<file path="src/hw/rtl/sdq_pkg.sv">
// Shared types for the signed divider: controller state, cell control and cell status.
// No dependencies; sdq_cell and the top level of the divider import this package.
package sdq_pkg;

   // Controller states of the divider sequencer.
   typedef enum logic [1:0] {
      ST_IDLE,
      ST_PREP,
      ST_RUN,
      ST_FIX
   } state_type;

   // Control broadcast from the sequencer to every cell of the row.
   typedef struct packed {
      logic load;   // take the operand magnitudes and clear the remainder
      logic step;   // perform one shift and trial subtract
      logic take;   // trial subtract did not borrow, keep the difference
   } sdq_ctrl_type;

   // Status handed by a cell to its upper neighbor and to the sequencer.
   typedef struct packed {
      logic rem;     // partial remainder bit held by the cell
      logic quo;     // dividend / quotient bit held by the cell
      logic borrow;  // borrow out of the trial subtraction at this bit
   } sdq_cell_out_type;

endpackage

</file>
<file path="src/hw/rtl/sdq_cell.sv">
// One bit slice of the restoring divider row: remainder, quotient and divisor bits.
// Depends on sdq_pkg for the control and status structs.
module sdq_cell (
   input  logic                      clock,
   input  sdq_pkg::sdq_ctrl_type     ctrl,
   input  logic                      load_quo,
   input  logic                      load_div,
   input  logic                      rem_in,
   input  logic                      quo_in,
   input  logic                      borrow_in,
   output sdq_pkg::sdq_cell_out_type cell_out
);
   import sdq_pkg::*;

   logic rem_ff;
   logic quo_ff;
   logic div_ff;
   logic diff;

   // One bit of the trial subtraction on the shifted remainder.
   always_comb begin
      diff              = rem_in ^ div_ff ^ borrow_in;
      cell_out.borrow   = (~rem_in & div_ff) | (~(rem_in ^ div_ff) & borrow_in);
      cell_out.rem      = rem_ff;
      cell_out.quo      = quo_ff;
   end

   // Load the operands, or shift in from the lower neighbor and keep the
   // difference when the whole subtraction did not borrow.
   always_ff @(posedge clock) begin
      if (ctrl.load) begin
         rem_ff <= 1'b0;
         quo_ff <= load_quo;
         div_ff <= load_div;
      end else if (ctrl.step) begin
         rem_ff <= ctrl.take ? diff : rem_in;
         quo_ff <= quo_in;
      end
   end

endmodule

</file>
<file path="src/hw/rtl/signed_divider_quotient_remainder.sv">
// Signed truncating divider: sequencer, sign handling and a row of bit-slice cells.
// A request word runs through the states ST_PREP (operand magnitudes into the cell row),
// ST_RUN (one quotient bit per cycle in the cell row) and ST_FIX (sign fixup into the
// response word register, which raises response valid). A new request word is taken only
// once the sequencer is back in ST_IDLE; a stalled response holds the fixup.
// Synchronous active-high reset clears the sequencer and the response valid.
module signed_divider_quotient_remainder #(
   parameter int DATA_WIDTH = 32
) (
   input  logic                         clock,
   input  logic                         reset,
   input  logic                         req_valid,
   output logic                         req_stall,
   input  logic signed [DATA_WIDTH-1:0] req_dividend,
   input  logic signed [DATA_WIDTH-1:0] req_divisor_value,
   output logic                         rsp_valid,
   input  logic                         rsp_stall,
   output logic signed [DATA_WIDTH-1:0] rsp_quotient,
   output logic signed [DATA_WIDTH-1:0] rsp_remainder,
   output logic                         rsp_divide_by_zero,
   output logic                         rsp_quotient_overflow
);
   import sdq_pkg::*;

   localparam int CNT_W = $clog2(DATA_WIDTH);

   state_type              state_ff, state_in;
   logic [CNT_W-1:0]       cnt_ff, cnt_in;
   logic [DATA_WIDTH-1:0]  a_ff, b_ff;
   logic                   neg_a_ff, neg_q_ff, zero_ff, ovf_ff;
   logic                   rsp_valid_ff, rsp_valid_in;
   logic [DATA_WIDTH-1:0]  quo_ff, rem_ff;
   logic                   dbz_ff, qov_ff;

   logic [DATA_WIDTH-1:0]  mag_a, mag_b;
   logic [DATA_WIDTH-1:0]  q_vec, r_vec;
   logic                   req_accept, rsp_accept, out_load;
   sdq_ctrl_type           ctrl;
   sdq_cell_out_type       cell_out [DATA_WIDTH];

   assign req_accept = req_valid && !req_stall;
   assign rsp_accept = rsp_valid_ff && !rsp_stall;
   assign req_stall  = (state_ff != ST_IDLE);

   // Operand magnitudes from the captured request word.
   always_comb begin
      mag_a = a_ff[DATA_WIDTH-1] ? (~a_ff + 1'b1) : a_ff;
      mag_b = b_ff[DATA_WIDTH-1] ? (~b_ff + 1'b1) : b_ff;
   end

   // Sequencer: next state, cell control and output register load.
   always_comb begin
      state_in     = state_ff;
      cnt_in       = cnt_ff;
      ctrl.load    = 1'b0;
      ctrl.step    = 1'b0;
      ctrl.take    = ~cell_out[DATA_WIDTH-1].borrow;
      out_load     = 1'b0;
      unique case (state_ff)
         ST_IDLE: begin
            if (req_accept) begin
               state_in = ST_PREP;
            end
         end
         ST_PREP: begin
            ctrl.load = 1'b1;
            cnt_in    = '0;
            state_in  = ST_RUN;
         end
         ST_RUN: begin
            ctrl.step = 1'b1;
            cnt_in    = cnt_ff + 1'b1;
            if (cnt_ff == CNT_W'(DATA_WIDTH - 1)) begin
               state_in = ST_FIX;
            end
         end
         ST_FIX: begin
            if (!rsp_valid_ff || !rsp_stall) begin
               out_load = 1'b1;
               state_in = ST_IDLE;
            end
         end
         default: begin
            state_in = ST_IDLE;
         end
      endcase
      rsp_valid_in = out_load ? 1'b1 : (rsp_accept ? 1'b0 : rsp_valid_ff);
   end

   // Control registers.
   always_ff @(posedge clock) begin
      if (reset) begin
         state_ff     <= ST_IDLE;
         cnt_ff       <= '0;
         rsp_valid_ff <= 1'b0;
      end else begin
         state_ff     <= state_in;
         cnt_ff       <= cnt_in;
         rsp_valid_ff <= rsp_valid_in;
      end
   end

   // Captured operands and the sign and special-case flags.
   always_ff @(posedge clock) begin
      if (req_accept) begin
         a_ff <= req_dividend;
         b_ff <= req_divisor_value;
      end
      if (ctrl.load) begin
         neg_a_ff <= a_ff[DATA_WIDTH-1];
         neg_q_ff <= a_ff[DATA_WIDTH-1] ^ b_ff[DATA_WIDTH-1];
         zero_ff  <= (b_ff == '0);
         ovf_ff   <= (a_ff == {1'b1, {(DATA_WIDTH-1){1'b0}}}) && (b_ff == '1);
      end
   end

   // Row of bit-slice cells; the remainder shifts up through the row and the
   // top quotient bit feeds the bottom of the remainder.
   for (genvar i = 0; i < DATA_WIDTH; i++) begin : g_cell
      logic rem_in_w, quo_in_w, borrow_in_w;
      if (i == 0) begin : g_low
         assign rem_in_w    = cell_out[DATA_WIDTH-1].quo;
         assign quo_in_w    = ctrl.take;
         assign borrow_in_w = 1'b0;
      end else begin : g_up
         assign rem_in_w    = cell_out[i-1].rem;
         assign quo_in_w    = cell_out[i-1].quo;
         assign borrow_in_w = cell_out[i-1].borrow;
      end
      sdq_cell u_cell (
         .clock     (clock),
         .ctrl      (ctrl),
         .load_quo  (mag_a[i]),
         .load_div  (mag_b[i]),
         .rem_in    (rem_in_w),
         .quo_in    (quo_in_w),
         .borrow_in (borrow_in_w),
         .cell_out  (cell_out[i])
      );
      assign q_vec[i] = cell_out[i].quo;
      assign r_vec[i] = cell_out[i].rem;
   end

   // Sign fixup into the response word register.
   always_ff @(posedge clock) begin
      if (out_load) begin
         if (zero_ff) begin
            quo_ff <= '0;
            rem_ff <= '0;
         end else begin
            quo_ff <= neg_q_ff ? (~q_vec + 1'b1) : q_vec;
            rem_ff <= neg_a_ff ? (~r_vec + 1'b1) : r_vec;
         end
         dbz_ff <= zero_ff;
         qov_ff <= ovf_ff;
      end
   end

   assign rsp_valid             = rsp_valid_ff;
   assign rsp_quotient          = quo_ff;
   assign rsp_remainder         = rem_ff;
   assign rsp_divide_by_zero    = dbz_ff;
   assign rsp_quotient_overflow = qov_ff;

endmodule

</file>
<file path="config.mk">
export PLATFORM = sky130hd
export DESIGN_NAME = signed_divider_quotient_remainder
export DESIGN_NICKNAME = d
export VERILOG_FILES = /design/src/hw/rtl/sdq_pkg.sv /design/src/hw/rtl/sdq_cell.sv /design/src/hw/rtl/signed_divider_quotient_remainder.sv
export SDC_FILE = /design/constraint.sdc
export NUM_CORES = 1
export LEC_CHECK = 0
export BUFFER_PORTS_ARGS = -buffer_cell sky130_fd_sc_hd__buf_2
export CORE_MARGIN = 4
export CORE_UTILIZATION = 45
export DETAILED_ROUTE_END_ITERATION = 6
export GPL_TIMING_DRIVEN = 0
export PLACE_DENSITY = 0.69
export SLEW_MARGIN = 20
export SYNTH_ARGS = -nofsm -noshare
export SYNTH_HDL_FRONTEND = slang
export SYNTH_SLANG_ARGS = --single-unit
</file>
<file path="constraint.sdc">
create_clock -name clock -period 18.2 [get_ports clock]
set_input_delay 2.73 -clock clock [delete_from_list [all_inputs] [get_ports clock]]
set_output_delay 2.73 -clock clock [all_outputs]
set_load 0.01 [all_outputs]
</file>
Word level (Yosys, flattened, before mapping)
Index checks and enable logic that the tools add are counted.
{"block": "totals", "reg_bits": 238, "inputBits": 68, "out_inout_bits": 68, "word_cells": 474}
{"block": "classes", "add_sub_neg": 5, "n_eq_ne": 9, "mux": 111, "bitwise_logic": 226, "reduce_logical": 14}
{"op": "$add A32 B1 Y32 const B", "count": 4}
{"op": "$not A32 Y32", "count": 4}
{"op": "$mux W1", "count": 102}
{"op": "$mux W32", "count": 3}
{"op": "$eq A32 B32 Y1 const B", "count": 2}
{"op": "$not A1 Y1", "count": 64}
{"op": "$xor A1 B1 Y1", "count": 64}
{"op": "$and A1 B1 Y1", "count": 63}
{"op": "$logic_not A32 Y1", "count": 1}
{"op": "$mux W31", "count": 1}
{"op": "$or A1 B1 Y1", "count": 31}
{"op": "$pmux W5 S2", "count": 1}
{"op": "$pmux W2 S4", "count": 1}
{"op": "$reduce_bool A2 Y1", "count": 4}
{"op": "$mux W2", "count": 3}
{"op": "$ne A2 B2 Y1 const B", "count": 3}
{"op": "$add A5 B1 Y5 const B", "count": 1}
{"op": "$eq A5 B5 Y1 const B", "count": 1}
{"op": "$eq A2 B2 Y1 const B", "count": 2}
{"op": "$logic_and A1 B1 Y1", "count": 3}
{"op": "$logic_not A1 Y1", "count": 3}
{"op": "$reduce_and A3 Y1", "count": 1}
{"op": "$eq A2 B1 Y1 const B", "count": 1}
{"op": "$logic_not A2 Y1", "count": 1}
{"op": "$logic_or A1 B1 Y1", "count": 1}

Logic depth before layout (Yosys ltp)
{"block": "depth", "depth_word": 67, "depth_mapped": 42, "mapped_depth_nobuf": 40}

Modules after synthesis
From an unflattened synthesis, not the netlist that was laid out.
{"block": "unflattened", "hier_cells": 1109, "area_unflattened_um2": 12996.2}
{"mod": "signed_divider_quotient_remainder", "n_inst": 1, "cells_per_inst": 661, "area_per_inst_um2": 7551.0, "seq_area_each_um2": 4184.0}
{"mod": "sdq_cell", "n_inst": 32, "cells_per_inst": 14, "area_per_inst_um2": 170.2, "seq_area_each_um2": 80.1}

Worst setup path after synthesis
OpenSTA, ideal clock, no wires.
{"block": "synth_path", "path_kind": "reg-to-reg", "from": "register g_cell[0].u_cell.div_ff", "to": "register g_cell[31].u_cell.rem_ff", "setup_time_ps": 142, "arrival_time_ps": 12798, "required_time_ps": 18058, "slack_ps": 5260, "path_stages_with_launch": 40, "n_path_buf": 2, "synth_period_minus_slack_ps": 12940, "path_cell_list": "edfxtp_1 > ha_1 > inv_1 > fa_1 > inv_1 > fa_1 > fa_1 > fa_1 > fa_1 > fa_1 > fa_1 > fa_1 > fa_1 > fa_1 > fa_1 > fa_1 > fa_1 > fa_1 > [4 not listed] > fa_1 > fa_1 > fa_1 > fa_1 > fa_1 > fa_1 > fa_1 > fa_1 > fa_1 > fa_1 > fa_1 > fa_1 > inv_1 > fa_1 > clkbuf_1 > clkbuf_1 > mux2i_1 > a211oi_1"}
{"block": "synth_between", "elab_chain_len": 64, "elab_cells_between_ends": 65, "classes_between": "1 x mux; 64 x bitwise"}
{"element": "from (decl)", "line_no": "sdq_cell.sv:17", "source": "logic div_ff;"}
{"element": "from (signal assigned)", "line_no": "sdq_cell.sv:34", "source": "div_ff <= load_div;"}
{"element": "$and A1 B1 Y1 (*) (2 in a row)", "line_no": "sdq_cell.sv:23", "source": "cell_out.borrow = (~rem_in & div_ff) | (~(rem_in ^ div_ff) & borrow_in);"}
{"element": "$or A1 B1 Y1 (*)", "line_no": "sdq_cell.sv:23"}
{"element": "$and A1 B1 Y1 (*)", "line_no": "sdq_cell.sv:23"}
{"element": "$or A1 B1 Y1 (*)", "line_no": "sdq_cell.sv:23"}
{"element": "$and A1 B1 Y1 (*)", "line_no": "sdq_cell.sv:23"}
{"element": "$or A1 B1 Y1 (*)", "line_no": "sdq_cell.sv:23"}
{"element": "$and A1 B1 Y1 (*)", "line_no": "sdq_cell.sv:23"}
{"element": "$or A1 B1 Y1 (*)", "line_no": "sdq_cell.sv:23"}
{"element": "[47 not listed]"}
{"element": "$or A1 B1 Y1 (*)", "line_no": "sdq_cell.sv:23"}
{"element": "$and A1 B1 Y1 (*)", "line_no": "sdq_cell.sv:23"}
{"element": "$or A1 B1 Y1 (*)", "line_no": "sdq_cell.sv:23"}
{"element": "$and A1 B1 Y1 (*)", "line_no": "sdq_cell.sv:23"}
{"element": "$or A1 B1 Y1 (*)", "line_no": "sdq_cell.sv:23"}
{"element": "$and A1 B1 Y1", "line_no": "sdq_cell.sv:23"}
{"element": "$or A1 B1 Y1", "line_no": "sdq_cell.sv:23"}
{"element": "$mux W1 (*)", "line_no": "sdq_cell.sv:36", "source": "rem_ff <= ctrl.take ? diff : rem_in;"}
{"element": "to (signal assigned)", "line_no": "sdq_cell.sv:36"}
{"element": "to (decl)", "line_no": "sdq_cell.sv:15", "source": "logic rem_ff;"}
Mark *: on every way between the ends. The rest lies on a longest branch, timed or not.
A chain may end at the register's enable or synchronous reset.

Worst setup path in the final report
{"block": "layout_path", "from": "register g_cell[31].u_cell.quo_ff", "to": "register g_cell[3].u_cell.rem_ff"}
{"block": "layout_between", "elab_chain_len": 65, "elab_cells_between_ends": 66, "classes_between": "1 x mux; 65 x bitwise"}
{"element": "from (decl)", "line_no": "sdq_cell.sv:16", "source": "logic quo_ff;"}
{"element": "from (signal assigned)", "line_no": "sdq_cell.sv:33", "source": "quo_ff <= load_quo;"}
{"element": "from (signal assigned)", "line_no": "sdq_cell.sv:37", "source": "quo_ff <= quo_in;"}
{"element": "$not A1 Y1 (*)", "line_no": "sdq_cell.sv:23"}
{"element": "$and A1 B1 Y1 (*) (2 in a row)", "line_no": "sdq_cell.sv:23"}
{"element": "$or A1 B1 Y1 (*)", "line_no": "sdq_cell.sv:23"}
{"element": "$and A1 B1 Y1 (*)", "line_no": "sdq_cell.sv:23"}
{"element": "$or A1 B1 Y1 (*)", "line_no": "sdq_cell.sv:23"}
{"element": "$and A1 B1 Y1", "line_no": "sdq_cell.sv:23"}
{"element": "$or A1 B1 Y1", "line_no": "sdq_cell.sv:23"}
{"element": "$and A1 B1 Y1", "line_no": "sdq_cell.sv:23"}
{"element": "[48 not listed]"}
{"element": "$or A1 B1 Y1", "line_no": "sdq_cell.sv:23"}
{"element": "$and A1 B1 Y1", "line_no": "sdq_cell.sv:23"}
{"element": "$or A1 B1 Y1", "line_no": "sdq_cell.sv:23"}
{"element": "$and A1 B1 Y1", "line_no": "sdq_cell.sv:23"}
{"element": "$or A1 B1 Y1", "line_no": "sdq_cell.sv:23"}
{"element": "$and A1 B1 Y1", "line_no": "sdq_cell.sv:23"}
{"element": "$or A1 B1 Y1", "line_no": "sdq_cell.sv:23"}
{"element": "$mux W1 (*)", "line_no": "sdq_cell.sv:36"}
{"element": "to (signal assigned)", "line_no": "sdq_cell.sv:36"}
{"element": "to (decl)", "line_no": "sdq_cell.sv:15"}
Marked as above.

==> flow_metrics.env <==
export IMPL_tns_ns=0
export IMPL_cp_num_buf_inv=6
export IMPL_drcViolationCount=0
export IMPL_antenna_cells=0
export IMPL_syn_nets=1143
export IMPL_ys_flop_type="edfxtp_1"
export IMPL_dr_first_iter_drc_count=802
export IMPL_die_h_um=170.9
export IMPL_synth_distinct_cells=44
export IMPL_drt_pre_antenna_iters=5
export IMPL_synthCells=1031
export IMPL_yosys_mux_area_fraction_pct=3.218
export IMPL_synth_compound_area_share_pct=9.330
export IMPL_cpMostUsedCell="fa_1"
export IMPL_dieArea_mm2=0.02919
export IMPL_htreeDepth=1
export IMPL_grt_pass1_wl_mm=41.40
export IMPL_cts_setup_buffers=0
export IMPL_vdd_drop_max_mv=0.06783
export IMPL_initial_core_util_pct=45.80
export IMPL_fin_crit_sh_pct=76.55
export IMPL_ctsResizeCount=0
export IMPL_startpoint_type="flip-flop"
export IMPL_clk_latency_ns=0.53
export IMPL_overflow=0
export IMPL_synth_top_area_cell="edfxtp_1"
export IMPL_vias=8163
export IMPL_synth_area_leaders="edfxtp_1 50%, dfxtp_1 6.7%, nor2_1 5.4%, fa_1 5.2%, xnor2_1 4.5%"
export IMPL_synth_simple_area_share_pct=12.38
export IMPL_cp_end_kind="flip-flop"
export IMPL_numCtsBuffers=25
export IMPL_leakage_nw=4.964
export IMPL_synth_seq_cells=238
export IMPL_io_pins=136
export IMPL_core_rowCount=59
export IMPL_post_route_min_period_ns=13.93
export IMPL_critPathSlowestCell="clkbuf_1"
export IMPL_reg2reg_slack_ns=4.27
export IMPL_clock_sinks=238
export IMPL_synth_top_family_by_area="simple AND/OR/NAND/NOR gates"
export IMPL_path_clk_slew_ns=0.07
export IMPL_portBuffers=134
export IMPL_layout_commonest_cell="edfxtp_1"
export IMPL_drive_gt1_share_pct=15.65
export IMPL_dpl_hpwl_mm=20.01
export IMPL_grt_pass1_vias=7778
export IMPL_crit_required_ns=18.60
export IMPL_synth_edf_count=198
export IMPL_worstPathArrival_ns=14.33
export IMPL_final_cell_mix="198 x edfxtp_1, 172 x nor2_1, 135 x buf_2, 63 x a21oi_1, 61 x xnor2_1"
export IMPL_worst_setup_path_type="flip-flop to flip-flop"
export IMPL_cts_tree="done"
export IMPL_setup_viol=0
export IMPL_ys_seq_area_share_pct=56.53
export IMPL_status="completed"
export IMPL_crit_family="adder cells"
export IMPL_hold_viol=0
export IMPL_slew_headroom_pct=43.96
export IMPL_critPathMaxFanout=10
export IMPL_cts_root_buffer="clkbuf_16"
export IMPL_wl_mm=26.45
export IMPL_p_total_mw=2.054
export IMPL_powerDensity_mw_per_mm2=146.8
export IMPL_antenna_left=0
export IMPL_synth_top_area_share_pct=49.82
export IMPL_critical_path_max_stage_delay_ns=0.48
export IMPL_synthArstFlopShare_pct=0
export IMPL_maxCapViolCount=0
export IMPL_max_freq_mhz=71.78
export IMPL_antenna_found_initial=0
export IMPL_slew_violations=0
export IMPL_grt_max_degree=62
export IMPL_cts_hold_buffers=0
export IMPL_area_growth_syn_to_layout_pct=17.24
export IMPL_die_x_um=170.9
export IMPL_place_congestion=0.9009
export IMPL_skew_ns=0.01315
export IMPL_yosysWarnings=0
export IMPL_gr_usage_all_layers_pct=17.67
export IMPL_vias_per_cell=5.270
export IMPL_tightest_slew_ns=0.8329
export IMPL_rsz0062_at_grt="false"
export IMPL_syn_avg_cell_area_um2=11.58
export IMPL_syn_area_mm2=0.01194
export IMPL_core_area_mm2=0.02606
export IMPL_hp_class="flip-flop to flip-flop"
export IMPL_fillers=2259
export IMPL_synth_xor_area_share_pct=8.733
export IMPL_nets=1309
export IMPL_cts_buffer_depth=3
export IMPL_synth_fa_ha_area_share_pct=6.563
export IMPL_wl_per_cell_um=17.08
-- worst paths after layout --
path                                 start  cells after the start                 endpoint
setup / recovery  g_cell[31].u_cell.quo_ff                     41  g_cell[3].u_cell.rem_ff
hold / removal                   cnt_ff[4]                      2                cnt_ff[4]
setup reg to reg  g_cell[31].u_cell.quo_ff                     41  g_cell[3].u_cell.rem_ff
hold reg to reg                  cnt_ff[4]                      2                cnt_ff[4]
-- routing by layer --
layer  routed length, µm  global-route usage, %
met5                   0                      0
met4                 448                  4.099
met3                1878                  3.304
met2               10880                  25.46
met1               13240                  27.80
-- synth_stat cells, types with 12 or more instances --
| cell type | instances |
|---|---|
| ha_1 | 13 |
| nand4_1 | 14 |
| nand2_1 | 39 |
| nor3_1 | 15 |
| clkbuf_1 | 44 |
| xor2_1 | 58 |
| mux2i_1 | 35 |
| fa_1 | 31 |
| xnor2_1 | 61 |
| inv_1 | 51 |
| nor4_1 | 12 |
| nand2b_1 | 12 |
| o21ai_0 | 34 |
| nor2_1 | 172 |
| edfxtp_1 | 198 |
| a21oi_1 | 63 |
| dfxtp_1 | 40 |
| nand3_1 | 19 |
| o41ai_1 | 27 |
| o31ai_1 | 39 |
-- sequential cells by signal, summed over array words and instances (netlist names) --
register and count:
rsp_valid 1, neg_q_ff 1, ovf_ff 1, a_ff 32, rsp_quotient 32, rsp_quotient_overflow 1, g_cell.u_cell.div_ff 32, cnt_ff 5
zero_ff 1, rsp_remainder 32, neg_a_ff 1, rsp_divide_by_zero 1, b_ff 32, state_ff 2, g_cell.u_cell.quo_ff 32, g_cell.u_cell.rem_ff 32
-- logic make-up (layout without fill, tap and decap cells) --
family / Yosys count / after routing
flip-flops: 238 / 238
XOR/XNOR: 119 / 119
adder cells (fa/ha/maj): 44 / 44
buffers and inverters: 101 / 284
multiplexers: 38 / 38
AO/OA/AOI/OAI: 172 / 172
AND/OR/NAND/NOR: 319 / 319
-- report_power, final --
group / internal, mW / switching (mW)
combinational: 0.238 / 0.375
clock: 0.306 / 0.205
sequential: 0.800 / 0.131
-- cell type report --
class                   instances  area [µm²]  area share [%]
repair buffers                139       800.8           5.722
well taps                     335       419.2           2.995
plain buffers                  50       196.4           1.404
flip-flops and latches        238        6746           48.21
multi-input cells             692        4820           34.44
clock inverters                18       190.2           1.359
clock buffers                  26       629.4           4.498
inverters                      51       191.4           1.368
-- tightest hold or removal path: cells and delay by family, from the launching register on --
family	cells	cell delay [ns]
AOI/OAI and AO/OA	1	0.05
DFF	1	0.31
and+or+nand+nor	1	0.07
-- metrics by stage --
| step | setup WS, ns | hold slack, ns | cell area (µm²) | instances | util (%) |
|---|---|---|---|---|---|
| final | 4.268 | 0.4745 | 13990 | 1549 | 53.70 |
| after global routing | 3.792 | 0.4935 | 13990 | 1549 | 53.70 |
| after detailed placement | 4.368 | 0.4660 | 13170 | 1505 | 50.55 |
| after floorplan | 5.260 | 0.4003 | 11940 | 1031 | - |
| after CTS | 4.313 | 0.4766 | 13990 | 1549 | 53.70 |
| after global placement | 4.552 | 0.4602 | 13030 | 1500 | 49.98 |
(Power assumes the default switching activity.)
